## config.mk

```make
export PLATFORM = sky130hd
export DESIGN_NAME = sweep_object_segmenter_core
export DESIGN_NICKNAME = d
export VERILOG_FILES = /design/src/rtl/core/swseg_pkg.sv /design/src/rtl/core/swseg_div.sv /design/src/rtl/core/swseg_ctrl.sv /design/src/rtl/core/swseg_dp.sv /design/src/rtl/core/sweep_object_segmenter_core.sv
export SDC_FILE = /design/constraint.sdc
export NUM_CORES = 2
export LEC_CHECK = 0
export ABC_CLOCK_PERIOD_IN_PS = 7200
export CORE_UTILIZATION = 55
export DETAILED_ROUTE_END_ITERATION = 6
export DONT_BUFFER_PORTS = 1
export MAX_ROUTING_LAYER = met4
export PLACE_DENSITY = 0.7
export SLEW_MARGIN = 20
export SYNTH_ARGS = -nofsm -noshare
export SYNTH_HDL_FRONTEND = slang
export SYNTH_HIERARCHICAL = 1
export SYNTH_SLANG_ARGS = --single-unit
export TNS_END_PERCENT = 1
```

## constraint.sdc

```tcl
create_clock -name i_clk -period 7.2 [get_ports i_clk]
set_input_delay 0.72 -clock i_clk [delete_from_list [all_inputs] [get_ports i_clk]]
set_output_delay 0.72 -clock i_clk [all_outputs]
set_load 0.005 [all_outputs]
```

## src/rtl/core/swseg_pkg.sv

```systemverilog
// ----------------------------------------------------------------------------
// Sweep object segmenter package
// Widths, constants, register indexes and the control and status types
// shared by the controller, the datapath and the top level.
// ----------------------------------------------------------------------------
package swseg_pkg;

    localparam int ANGLE_W   = 8;
    localparam int RAW_W     = 12;
    localparam int DIST_W    = 16;
    localparam int CNT_W     = 8;
    localparam int ASUM_W    = 16;
    localparam int DSUM_W    = 24;
    localparam int OBJ_W     = 7;
    localparam int SPAN_W    = 8;
    localparam int STEP_W    = 4;
    localparam int CFG_W     = 16;
    localparam int CFG_IDX_W = 2;

    localparam int DIV_W     = 24;
    localparam int DVSR_W    = 17;
    localparam int DIV_CNT_W = $clog2(DIV_W);
    localparam int K_W       = 27;
    localparam int PROD1_W   = SPAN_W + DIST_W;
    localparam int PROD2_W   = PROD1_W + K_W;

    localparam logic [DIV_W-1:0]  DIST_NUM_BASE   = 24'd8988000;
    localparam logic [DVSR_W-1:0] DIST_DEN_MUL    = 17'd25;
    localparam logic [DIV_W-1:0]  DIST_RAW_MUL    = 24'd68;
    localparam logic [K_W-1:0]    PI_OVER_180_Q32 = 27'd74961321;

    localparam logic [CFG_W-1:0]  MAX_RANGE_RST   = 16'd1040;
    localparam logic [CFG_W-1:0]  JUMP_THR_RST    = 16'd48;
    localparam logic [SPAN_W-1:0] MIN_SPAN_RST    = 8'd18;
    localparam logic [STEP_W-1:0] ANGLE_STEP_RST  = 4'd2;

    typedef enum logic [CFG_IDX_W-1:0] {
        REG_MAX_RANGE      = 2'd0,
        REG_JUMP_THRESHOLD = 2'd1,
        REG_MIN_SPAN       = 2'd2,
        REG_ANGLE_STEP     = 2'd3
    } t_reg_idx;

    typedef enum logic [1:0] {
        DIV_SEL_DIST,
        DIV_SEL_ANGLE_MEAN,
        DIV_SEL_DIST_MEAN
    } t_div_sel;

    typedef struct packed {
        logic     load;
        logic     div_start;
        t_div_sel div_sel;
        logic     dist_store;
        logic     eval;
        logic     mean_a_store;
        logic     mean_d_store;
        logic     obj_update;
        logic     arc_sel_best;
        logic     arc_mul1;
        logic     arc_mul2;
        logic     emit_obj;
        logic     emit_best;
    } t_cmd;

    typedef struct packed {
        logic div_done;
        logic report;
        logic final_smp;
        logic out_free;
    } t_status;

    typedef struct packed {
        logic              kind;
        logic              found;
        logic [OBJ_W-1:0]  obj_num;
        logic [ANGLE_W-1:0] mean_angle;
        logic [DIST_W-1:0] mean_dist;
        logic [SPAN_W-1:0] span;
        logic [DIST_W-1:0] arc;
        logic              last;
    } t_result;

endpackage

```

## src/rtl/core/swseg_div.sv

```systemverilog
// ----------------------------------------------------------------------------
// Sweep object segmenter divider
// Restoring divider, one quotient bit per cycle, shared by the distance
// conversion and the two run means.
// ----------------------------------------------------------------------------
module swseg_div (
    input  logic                         i_clk,
    input  logic                         i_rst_n,
    input  logic                         i_start,
    input  logic [swseg_pkg::DIV_W-1:0]  i_dividend,
    input  logic [swseg_pkg::DVSR_W-1:0] i_divisor,
    output logic                         o_done,
    output logic [swseg_pkg::DIV_W-1:0]  o_quotient
);
    import swseg_pkg::*;

    localparam logic [DIV_CNT_W-1:0] CNT_LAST = DIV_CNT_W'(DIV_W - 1);

    logic                 r_busy;
    logic                 r_done;
    logic [DIV_CNT_W-1:0] r_cnt;
    logic [DVSR_W-1:0]    r_rem;
    logic [DVSR_W-1:0]    r_dvsr;
    logic [DIV_W-1:0]     r_quo;
    logic [DVSR_W:0]      w_shift;
    logic [DVSR_W:0]      w_sub;

    assign w_shift = {r_rem, r_quo[DIV_W-1]};
    assign w_sub   = w_shift - {1'b0, r_dvsr};

    always_ff @(posedge i_clk) begin
        if (!i_rst_n) begin
            r_busy <= 1'b0;
            r_done <= 1'b0;
            r_cnt  <= '0;
        end else begin
            r_done <= 1'b0;
            if (i_start) begin
                r_busy <= 1'b1;
                r_cnt  <= '0;
            end else if (r_busy) begin
                r_cnt <= r_cnt + 1'b1;
                if (r_cnt == CNT_LAST) begin
                    r_busy <= 1'b0;
                    r_done <= 1'b1;
                end
            end
        end
    end

    always_ff @(posedge i_clk) begin
        if (i_start) begin
            r_rem  <= '0;
            r_dvsr <= i_divisor;
            r_quo  <= i_dividend;
        end else if (r_busy) begin
            if (!w_sub[DVSR_W]) begin
                r_rem <= w_sub[DVSR_W-1:0];
                r_quo <= {r_quo[DIV_W-2:0], 1'b1};
            end else begin
                r_rem <= w_shift[DVSR_W-1:0];
                r_quo <= {r_quo[DIV_W-2:0], 1'b0};
            end
        end
    end

    assign o_done     = r_done;
    assign o_quotient = r_quo;

endmodule

```

## src/rtl/core/swseg_ctrl.sv

```systemverilog
// ----------------------------------------------------------------------------
// Sweep object segmenter controller
// Sequences distance conversion, run evaluation, the means, the arc
// multiply and the emission of object and best-object records.
// ----------------------------------------------------------------------------
module swseg_ctrl (
    input  logic               i_clk,
    input  logic               i_rst_n,
    input  logic               i_in_valid,
    output logic               o_in_ready,
    input  swseg_pkg::t_status i_status,
    output swseg_pkg::t_cmd    o_cmd
);
    import swseg_pkg::*;

    typedef enum logic [3:0] {
        ST_IDLE,
        ST_DIST_GO,
        ST_DIST_WAIT,
        ST_EVAL,
        ST_MA_GO,
        ST_MA_WAIT,
        ST_MD_GO,
        ST_MD_WAIT,
        ST_OBJ,
        ST_ARC1,
        ST_ARC2,
        ST_EMIT_OBJ,
        ST_BARC1,
        ST_BARC2,
        ST_EMIT_BEST
    } t_state;

    t_state r_state;
    t_state n_state;
    t_cmd   w_cmd;

    always_comb begin
        n_state = r_state;
        case (r_state)
            ST_IDLE: begin
                if (i_in_valid) n_state = ST_DIST_GO;
            end
            ST_DIST_GO:   n_state = ST_DIST_WAIT;
            ST_DIST_WAIT: begin
                if (i_status.div_done) n_state = ST_EVAL;
            end
            ST_EVAL: begin
                if (i_status.report) begin
                    n_state = ST_MA_GO;
                end else if (i_status.final_smp) begin
                    n_state = ST_BARC1;
                end else begin
                    n_state = ST_IDLE;
                end
            end
            ST_MA_GO:   n_state = ST_MA_WAIT;
            ST_MA_WAIT: begin
                if (i_status.div_done) n_state = ST_MD_GO;
            end
            ST_MD_GO:   n_state = ST_MD_WAIT;
            ST_MD_WAIT: begin
                if (i_status.div_done) n_state = ST_OBJ;
            end
            ST_OBJ:  n_state = ST_ARC1;
            ST_ARC1: n_state = ST_ARC2;
            ST_ARC2: n_state = ST_EMIT_OBJ;
            ST_EMIT_OBJ: begin
                if (i_status.out_free) begin
                    n_state = i_status.final_smp ? ST_BARC1 : ST_IDLE;
                end
            end
            ST_BARC1: n_state = ST_BARC2;
            ST_BARC2: n_state = ST_EMIT_BEST;
            ST_EMIT_BEST: begin
                if (i_status.out_free) n_state = ST_IDLE;
            end
            default: n_state = ST_IDLE;
        endcase
    end

    always_comb begin
        w_cmd = '0;
        w_cmd.div_sel = DIV_SEL_DIST;
        case (r_state)
            ST_IDLE:      w_cmd.load = i_in_valid;
            ST_DIST_GO:   w_cmd.div_start = 1'b1;
            ST_DIST_WAIT: w_cmd.dist_store = i_status.div_done;
            ST_EVAL:      w_cmd.eval = 1'b1;
            ST_MA_GO: begin
                w_cmd.div_start = 1'b1;
                w_cmd.div_sel   = DIV_SEL_ANGLE_MEAN;
            end
            ST_MA_WAIT:   w_cmd.mean_a_store = i_status.div_done;
            ST_MD_GO: begin
                w_cmd.div_start = 1'b1;
                w_cmd.div_sel   = DIV_SEL_DIST_MEAN;
            end
            ST_MD_WAIT:   w_cmd.mean_d_store = i_status.div_done;
            ST_OBJ:       w_cmd.obj_update = 1'b1;
            ST_ARC1:      w_cmd.arc_mul1 = 1'b1;
            ST_ARC2:      w_cmd.arc_mul2 = 1'b1;
            ST_EMIT_OBJ:  w_cmd.emit_obj = i_status.out_free;
            ST_BARC1: begin
                w_cmd.arc_mul1     = 1'b1;
                w_cmd.arc_sel_best = 1'b1;
            end
            ST_BARC2:     w_cmd.arc_mul2 = 1'b1;
            ST_EMIT_BEST: w_cmd.emit_best = i_status.out_free;
            default:      w_cmd = '0;
        endcase
    end

    always_ff @(posedge i_clk) begin
        if (!i_rst_n) begin
            r_state <= ST_IDLE;
        end else begin
            r_state <= n_state;
        end
    end

    assign o_in_ready = (r_state == ST_IDLE);
    assign o_cmd      = w_cmd;

endmodule

```

## src/rtl/core/swseg_dp.sv

```systemverilog
// ----------------------------------------------------------------------------
// Sweep object segmenter datapath
// Configuration registers, sweep and run state, the shared divider, the
// arc multiplier and the output register.
// ----------------------------------------------------------------------------
module swseg_dp (
    input  logic                            i_clk,
    input  logic                            i_rst_n,
    input  logic                            i_cfg_wen,
    input  logic [swseg_pkg::CFG_IDX_W-1:0] i_cfg_index,
    input  logic [swseg_pkg::CFG_W-1:0]     i_cfg_data,
    input  logic [swseg_pkg::ANGLE_W-1:0]   i_angle,
    input  logic [swseg_pkg::RAW_W-1:0]     i_ir_raw,
    input  logic                            i_first_sample,
    input  logic                            i_final_sample,
    input  swseg_pkg::t_cmd                 i_cmd,
    output swseg_pkg::t_status              o_status,
    output logic                            o_out_valid,
    input  logic                            i_out_ready,
    output swseg_pkg::t_result              o_result
);
    import swseg_pkg::*;

    localparam logic [PROD2_W:0] ROUND_HALF = (PROD2_W+1)'(64'd1 << 31);

    logic [CFG_W-1:0]   r_max_range;
    logic [CFG_W-1:0]   r_jump_thr;
    logic [SPAN_W-1:0]  r_min_span;
    logic [STEP_W-1:0]  r_angle_step;

    logic [ANGLE_W-1:0] r_angle;
    logic [RAW_W-1:0]   r_raw;
    logic               r_final;

    logic               r_run_started;
    logic [DIST_W-1:0]  r_ref;
    logic [CNT_W-1:0]   r_count;
    logic [ASUM_W-1:0]  r_asum;
    logic [DSUM_W-1:0]  r_dsum;
    logic [OBJ_W-1:0]   r_objects;
    logic [SPAN_W-1:0]  r_best_span;
    logic [ANGLE_W-1:0] r_best_angle;
    logic [DIST_W-1:0]  r_best_dist;

    logic [DIST_W-1:0]  r_dist;
    logic [SPAN_W-1:0]  r_span;
    logic [ANGLE_W-1:0] r_mean_a;
    logic [DIST_W-1:0]  r_mean_d;
    logic [PROD1_W-1:0] r_prod1;
    logic [PROD2_W-1:0] r_prod2;

    logic               r_out_valid;
    t_result            r_result;

    logic [DVSR_W-1:0]  w_den;
    logic [DIV_W-1:0]   w_num;
    logic [DIV_W-1:0]   w_dividend;
    logic [DVSR_W-1:0]  w_divisor;
    logic               w_div_done;
    logic [DIV_W-1:0]   w_quo;

    logic               w_near;
    logic [DIST_W-1:0]  w_ref;
    logic [DIST_W-1:0]  w_diff;
    logic               w_jump;
    logic               w_acc;
    logic [CNT_W+STEP_W-1:0] w_span_full;
    logic [SPAN_W-1:0]  w_span;
    logic               w_report;

    logic [SPAN_W-1:0]  w_arc_span;
    logic [DIST_W-1:0]  w_arc_dist;
    logic [PROD2_W:0]   w_round;
    logic [PROD2_W-32:0] w_arc_full;
    logic [DIST_W-1:0]  w_arc;
    logic               w_out_free;

    // Distance numerator and divisor.
    assign w_den = DVSR_W'(r_raw) * DIST_DEN_MUL;
    assign w_num = DIST_NUM_BASE - DIV_W'(r_raw) * DIST_RAW_MUL
                 + DIV_W'(w_den >> 1);

    always_comb begin
        case (i_cmd.div_sel)
            DIV_SEL_DIST: begin
                w_dividend = w_num;
                w_divisor  = w_den;
            end
            DIV_SEL_ANGLE_MEAN: begin
                w_dividend = DIV_W'(r_asum);
                w_divisor  = DVSR_W'(r_count);
            end
            DIV_SEL_DIST_MEAN: begin
                w_dividend = r_dsum;
                w_divisor  = DVSR_W'(r_count);
            end
            default: begin
                w_dividend = w_num;
                w_divisor  = w_den;
            end
        endcase
    end

    swseg_div u_div (
        .i_clk      (i_clk),
        .i_rst_n    (i_rst_n),
        .i_start    (i_cmd.div_start),
        .i_dividend (w_dividend),
        .i_divisor  (w_divisor),
        .o_done     (w_div_done),
        .o_quotient (w_quo)
    );

    // Run evaluation of the current sample.
    assign w_near      = r_dist < r_max_range;
    assign w_ref       = r_run_started ? r_ref : r_dist;
    assign w_diff      = (r_dist >= w_ref) ? (r_dist - w_ref) : (w_ref - r_dist);
    assign w_jump      = w_near && (w_diff > r_jump_thr);
    assign w_acc       = w_near && !w_jump && (w_diff < r_jump_thr)
                       && (r_count != {CNT_W{1'b1}});
    assign w_span_full = (CNT_W+STEP_W)'(r_count) * (CNT_W+STEP_W)'(r_angle_step);
    assign w_span      = (|w_span_full[CNT_W+STEP_W-1:SPAN_W]) ? {SPAN_W{1'b1}}
                                                               : w_span_full[SPAN_W-1:0];
    assign w_report    = w_jump && (w_span > r_min_span) && (r_count != '0);

    // Arc width from span and distance.
    assign w_arc_span = i_cmd.arc_sel_best ? r_best_span : r_span;
    assign w_arc_dist = i_cmd.arc_sel_best ? r_best_dist : r_mean_d;
    assign w_round    = {1'b0, r_prod2} + ROUND_HALF;
    assign w_arc_full = w_round[PROD2_W:32];
    assign w_arc      = (|w_arc_full[PROD2_W-32:DIST_W]) ? {DIST_W{1'b1}}
                                                         : w_arc_full[DIST_W-1:0];

    assign w_out_free = !r_out_valid || i_out_ready;

    always_ff @(posedge i_clk) begin
        if (!i_rst_n) begin
            r_max_range  <= MAX_RANGE_RST;
            r_jump_thr   <= JUMP_THR_RST;
            r_min_span   <= MIN_SPAN_RST;
            r_angle_step <= ANGLE_STEP_RST;
        end else if (i_cfg_wen) begin
            case (t_reg_idx'(i_cfg_index))
                REG_MAX_RANGE:      r_max_range  <= i_cfg_data;
                REG_JUMP_THRESHOLD: r_jump_thr   <= i_cfg_data;
                REG_MIN_SPAN:       r_min_span   <= i_cfg_data[SPAN_W-1:0];
                REG_ANGLE_STEP:     r_angle_step <= i_cfg_data[STEP_W-1:0];
                default: ;
            endcase
        end
    end

    always_ff @(posedge i_clk) begin
        if (i_cmd.load) begin
            r_angle <= i_angle;
            r_raw   <= i_ir_raw;
            r_final <= i_final_sample;
        end
        if (i_cmd.dist_store) begin
            if (r_raw == '0 || (|w_quo[DIV_W-1:DIST_W])) begin
                r_dist <= {DIST_W{1'b1}};
            end else begin
                r_dist <= w_quo[DIST_W-1:0];
            end
        end
        if (i_cmd.eval) r_span <= w_span;
        if (i_cmd.mean_a_store) r_mean_a <= w_quo[ANGLE_W-1:0];
        if (i_cmd.mean_d_store) r_mean_d <= w_quo[DIST_W-1:0];
        if (i_cmd.arc_mul1) r_prod1 <= PROD1_W'(w_arc_span) * PROD1_W'(w_arc_dist);
        if (i_cmd.arc_mul2) r_prod2 <= PROD2_W'(r_prod1) * PROD2_W'(PI_OVER_180_Q32);
    end

    always_ff @(posedge i_clk) begin
        if (!i_rst_n || (i_cmd.load && i_first_sample) || i_cmd.emit_best) begin
            r_run_started <= 1'b0;
            r_ref         <= '0;
            r_count       <= '0;
            r_asum        <= '0;
            r_dsum        <= '0;
            r_objects     <= '0;
            r_best_span   <= '0;
            r_best_angle  <= '0;
            r_best_dist   <= '0;
        end else if (i_cmd.eval) begin
            if (w_near) r_run_started <= 1'b1;
            if (w_near && (!r_run_started || w_jump)) r_ref <= r_dist;
            if (w_jump && !w_report) begin
                r_count <= '0;
                r_asum  <= '0;
                r_dsum  <= '0;
            end else if (w_acc) begin
                r_count <= r_count + 1'b1;
                r_asum  <= r_asum + ASUM_W'(r_angle);
                r_dsum  <= r_dsum + DSUM_W'(r_dist);
            end
        end else if (i_cmd.obj_update) begin
            if (r_objects != {OBJ_W{1'b1}}) r_objects <= r_objects + 1'b1;
            if (r_best_span < r_span) begin
                r_best_span  <= r_span;
                r_best_angle <= r_mean_a;
                r_best_dist  <= r_mean_d;
            end
            r_count <= '0;
            r_asum  <= '0;
            r_dsum  <= '0;
        end
    end

    always_ff @(posedge i_clk) begin
        if (!i_rst_n) begin
            r_out_valid <= 1'b0;
        end else if (i_cmd.emit_obj || i_cmd.emit_best) begin
            r_out_valid <= 1'b1;
        end else if (i_out_ready) begin
            r_out_valid <= 1'b0;
        end
    end

    always_ff @(posedge i_clk) begin
        if (i_cmd.emit_obj) begin
            r_result.kind       <= 1'b0;
            r_result.found      <= 1'b0;
            r_result.obj_num    <= r_objects;
            r_result.mean_angle <= r_mean_a;
            r_result.mean_dist  <= r_mean_d;
            r_result.span       <= r_span;
            r_result.arc        <= w_arc;
            r_result.last       <= !r_final;
        end else if (i_cmd.emit_best) begin
            r_result.kind       <= 1'b1;
            r_result.found      <= (r_objects != '0);
            r_result.obj_num    <= r_objects;
            r_result.mean_angle <= r_best_angle;
            r_result.mean_dist  <= r_best_dist;
            r_result.span       <= r_best_span;
            r_result.arc        <= w_arc;
            r_result.last       <= 1'b1;
        end
    end

    assign o_status.div_done  = w_div_done;
    assign o_status.report    = w_report;
    assign o_status.final_smp = r_final;
    assign o_status.out_free  = w_out_free;
    assign o_out_valid        = r_out_valid;
    assign o_result           = r_result;

endmodule

```

## src/rtl/core/sweep_object_segmenter_core.sv

```systemverilog
// ----------------------------------------------------------------------------
// Sweep object segmenter core
// Converts IR sweep samples to distances, groups near samples into runs and
// reports each wide enough run as an object, plus a best-object record at
// the end of every sweep.
//
//   Channel   Direction  Carries
//   s_axis    in         one sweep sample per transfer
//   m_axis    out        object and best-object records
//   cfg       in         register writes, no wait and no read-back
//
// A sample passes through the 24-step shared divider for the distance
// conversion before the next is accepted. A sample that closes a reported run
// adds two more divider passes for the means and the two-stage arc multiply;
// the final sample adds the arc multiply and the best-object record.
// Reset is synchronous and active low and needs no clearing pass.
// A result waits in the output register while the next sample is accepted;
// processing stalls only when a second record must be emitted before the
// first was taken.
// ----------------------------------------------------------------------------
module sweep_object_segmenter_core (
    input  logic                            i_clk,
    input  logic                            i_rst_n,
    input  logic                            i_s_axis_tvalid,
    output logic                            o_s_axis_tready,
    input  logic [23:0]                     i_s_axis_tdata,  // angle, ir_raw
    input  logic                            i_s_axis_tuser,  // first_sample
    input  logic                            i_s_axis_tlast,
    output logic                            o_m_axis_tvalid,
    input  logic                            i_m_axis_tready,
    // object_number, mean_angle, mean_distance, span_degrees, arc_width
    output logic [55:0]                     o_m_axis_tdata,
    output logic [1:0]                      o_m_axis_tuser,  // record_kind, found
    output logic                            o_m_axis_tlast,
    input  logic                            i_cfg_wen,
    input  logic [swseg_pkg::CFG_IDX_W-1:0] i_cfg_index,
    input  logic [swseg_pkg::CFG_W-1:0]     i_cfg_data
);
    import swseg_pkg::*;

    t_cmd    w_cmd;
    t_status w_status;
    t_result w_result;
    logic    w_out_valid;
    logic    w_in_ready;

    swseg_ctrl u_ctrl (
        .i_clk      (i_clk),
        .i_rst_n    (i_rst_n),
        .i_in_valid (i_s_axis_tvalid),
        .o_in_ready (w_in_ready),
        .i_status   (w_status),
        .o_cmd      (w_cmd)
    );

    swseg_dp u_dp (
        .i_clk          (i_clk),
        .i_rst_n        (i_rst_n),
        .i_cfg_wen      (i_cfg_wen),
        .i_cfg_index    (i_cfg_index),
        .i_cfg_data     (i_cfg_data),
        .i_angle        (i_s_axis_tdata[ANGLE_W-1:0]),
        .i_ir_raw       (i_s_axis_tdata[ANGLE_W+RAW_W-1:ANGLE_W]),
        .i_first_sample (i_s_axis_tuser),
        .i_final_sample (i_s_axis_tlast),
        .i_cmd          (w_cmd),
        .o_status       (w_status),
        .o_out_valid    (w_out_valid),
        .i_out_ready    (i_m_axis_tready),
        .o_result       (w_result)
    );

    assign o_s_axis_tready = w_in_ready;
    assign o_m_axis_tvalid = w_out_valid;
    assign o_m_axis_tdata  = {1'b0, w_result.arc, w_result.span, w_result.mean_dist,
                              w_result.mean_angle, w_result.obj_num};
    assign o_m_axis_tuser  = {w_result.found, w_result.kind};
    assign o_m_axis_tlast  = w_result.last;

endmodule

```

==> metrics <==
VDD IR-drop max=between 0.6 and 0.7 mV; Net count, final=between 4k and 5k; routed vias/inst=~5.6; Clock H-tree levels=2; initial antenna violation count=1; CTS Sinks=389; CP max stage delay=roughly 560 ps; layout cells sized above 1=under 10%; Hold Path Origin=i_s_axis_tdata[7]; first-pass GRT wire length=144 mm; DRT antenna net count=0; number of buffers and inverters on the critical path=4; Setup crit start=u_dp/r_prod1[2]; Cell Pwr Density=492 nW/um^2; Clock Skew=44.6 ps; simple-gate portion of the synthesized area=11.4%; synth warn=6; type of element launching the critical path=flip-flop; largest net degree at the start of global routing=51; Fmax=145 MHz; drt first pass iters=6; mean routed wirelength per cell=18.8 um; hold path cells=0; main combinational cell family by area after synthesis=adder cells; Top cell by count, worst path=fa_1; Crit-path slowest cell=edfxtp_1; post-placement cell count=4692; Req. time, crit path=around 7500 ps; CTS max path bufs=3; most common cell after layout, fill and taps aside=inv_1; number of cells on the worst reg-to-reg path=21; Layout Cells excl Fill=4779; crit-path leading delay family=adder cells; multiplexer area fraction after synthesis=under 10%; Syn Std Cell Area=37900 um^2; kind of critical path=flip-flop to flip-flop; Mapped Cells=around 3.9k; post-layout minimum cycle time=just under 7000 ps; worst r2r src=u_dp/r_prod1[2]; initial cell density of the core=approximately 56%; routed wl met2=44.4 mm; #FFs+latches synth=389; Syn Area/Cell=9.80 um^2; period utilization=95.9%; Top FF cell, synth=edfxtp_1; total CTS buffers=46; DR vias=between 20k and 30k; input/output buffers=0; Lkg Pwr=18.8 nW; Seq/Total Area, Yosys=26.1%; M1 wire length=around 38 mm; Post-Syn Nets=4781; EDFF count, synth=210; Final HPWL DP=72.4 mm; routability cong.=0.940; ys async rst share=0%; Synth Area in XOR/XNOR=3.01%; # IOs=110; Starting DRT DRC Count=around 1.6k; Max-Cap Viols=0; Crit. End Element=flip-flop; crit path DAT=7240 ps; clock-pin slew on the worst setup and hold paths=60 ps; max-slew violation count=0; wire length on met3=4.25 mm; Die Area=around 70000 um^2; CTS tree=done; post-synthesis adder-cell area fraction=35.5%; Critical Path Stages=21; worst-path maximum fanout=7; count of final setup violators=0; remaining routing DRC violations=0; Total GRT Usage=a little over a quarter; top sig layer=met4; Netlist cell types=101; most frequent cells in the layout=649 x inv_1, 522 x ha_1, 345 x fa_1; compound-cell area share of the yosys netlist=11.8%; core box area=slightly below 70000 um^2; total negative slack=0 ps; Hold Path Class=primary input to flip-flop; die height=~260 um; # rows=between 90 and 100; status=completed; ANT cells=0; max_slew headroom=27.9%; Area Overhead vs Synth=7.01%; Worst-Skew Late Latency=just over 600 ps; vias in the first global route=between 20k and 30k; DRT Wirelength=89.8 mm; Horiz. Die Dim=about 260 um; actual slew at the worst max-slew pin=1080 ps; Root Driver=clkbuf_16; cell chain of the critical path=ha_1, fa_1, inv_1, fa_1, inv_1, fa_1, inv_1, fa_1, fa_1, fa_1, inv_1, ha_1, a21oi_1, o211ai_1, a211oi_2, nand3_2, a32oi_2, a211oi_2, a311o_1, a21oi_1, xnor2_1; grt ovf=0; Hold Vio Cnt, Final=0
==> routing by layer <==
metal | track usage, % | vias up
li1 | - | 13000
met1 | 32.6 | 13100
met2 | 45.9 | 556
met3 | 3.68 | 164
met4 | 10.1 | 0
met5 | - | -
==> final timing paths <==
path                        endpoint  slack [ps]
hold reg to reg   u_dp/r_min_span[7]         460
setup / recovery    u_dp/r_prod2[50]         300
hold / removal       u_dp/r_angle[7]         200
setup reg to reg    u_dp/r_prod2[50]         300
==> cell type report <==
| type | instances | area (um^2) |
|---|---|---|
| sequential | 389 | 9890 |
| tap | 873 | 1090 |
| inverter | 650 | 2440 |
| multi-input combinational | 2718 | 25100 |
| fill | 5848 | 27100 |
| timing repair buffer | 63 | 485 |
| clock inverter | 30 | 299 |
| clock buffer | 56 | 1220 |
==> cells in the mapped netlist (18+ instances only) <==
| library cell | count | area share [%] |
|---|---|---|
| clkbuf_1 | 72 | 0.71 |
| nand3_1 | 51 | 0.67 |
| nor3_1 | 43 | 0.57 |
| o21ai_1 | 21 | 0.28 |
| nand2b_1 | 29 | 0.48 |
| a21oi_1 | 193 | 2.6 |
| nand2_1 | 317 | 3.1 |
| fa_1 | 345 | 18 |
| nand4_1 | 35 | 0.58 |
| o21a_1 | 54 | 1.1 |
| edfxtp_1 | 210 | 17 |
| xnor2_1 | 74 | 1.7 |
| a31oi_1 | 20 | 0.33 |
| nor2_1 | 242 | 2.4 |
| ha_1 | 522 | 17 |
| mux2_2 | 72 | 2.1 |
| xor2_1 | 56 | 1.3 |
| or2_2 | 29 | 0.48 |
| inv_1 | 650 | 6.4 |
| a211oi_1 | 20 | 0.40 |
| mux2i_1 | 79 | 2.1 |
| o21ai_0 | 107 | 1.4 |
| o211ai_1 | 18 | 0.36 |
| and2_1 | 46 | 0.76 |
| a21o_1 | 55 | 1.1 |
| or3_1 | 22 | 0.36 |
| nor2b_1 | 27 | 0.45 |
| dfxtp_1 | 179 | 9.5 |
==> timing repair <==
item                                    4_1_cts  5_1_grt
endpoints found under the setup margin        0        4
buffers inserted                              0        0
gates resized for setup                       0        4
hold buffers                                  0        0
hold endpoints to repair                      0        0
==> registers in the layout, indices dropped and copies added (netlist names), 12 cells and up <==
signal                 cells
u_dp/r_prod1              24
u_dp/r_max_range          16
u_dp/r_dsum               24
u_dp/r_jump_thr           16
u_dp/o_result             58
u_dp/r_dist               16
u_dp/r_asum               16
u_dp/r_mean_d             16
u_dp/r_best_dist          16
u_dp/r_prod2              20
u_dp/u_div/r_rem          17
u_dp/u_div/o_quotient     24
u_dp/r_raw                12
u_dp/r_ref                16
u_dp/u_div/r_dvsr         17
==> logic make-up (layout without fill, tap and decap cells) <==
kind of cell	Yosys count	after routing
AND/OR/NAND/NOR	910	910
adder cells (fa/ha/maj)	867	867
buffers and inverters	758	799
AO/OA/AOI/OAI	655	655
flip-flops	389	389
multiplexers	155	155
XOR/XNOR	130	130
other	1	1
==> report_power, final <==
part	internal [mW]	total, mW	switching, mW
registers	3.11	3.33	0.219
logic	5.89	14.2	8.35
clock network	1.34	2.36	1.02
total	10.3	19.9	9.58
==> worst reg2reg max path: stages (launching register included) <==
cell	delay [ps]
edfxtp_1	560
ha_1	450
fa_1	560
inv_1	50
fa_1	540
inv_1	60
fa_1	510
inv_1	60
fa_1	560
fa_1	430
fa_1	490
inv_1	40
ha_1	280
a21oi_1	260
o211ai_1	150
a211oi_2	280
nand3_2	220
a32oi_2	370
a211oi_2	140
a311o_1	400
a21oi_1	190
xnor2_1	70
==> stage by stage <==
step | cell area (um^2) | setup WS, ps | hold slack (ps) | util, % | total power, mW
5_1_grt | 40500 | -9.98 | 186 | 59.9 | 21.9
2_1_floorplan | 37900 | 760 | 436 | - | 13.8
4_1_cts | 40500 | 192 | 173 | 59.8 | 19.9
3_3_place_gp | 38900 | 244 | 443 | 57.6 | 17.2
3_5_place_dp | 38900 | 199 | 450 | 57.6 | 17.4
6_report | 40500 | 296 | 203 | 59.9 | 19.9
(Power assumes the default switching activity.)
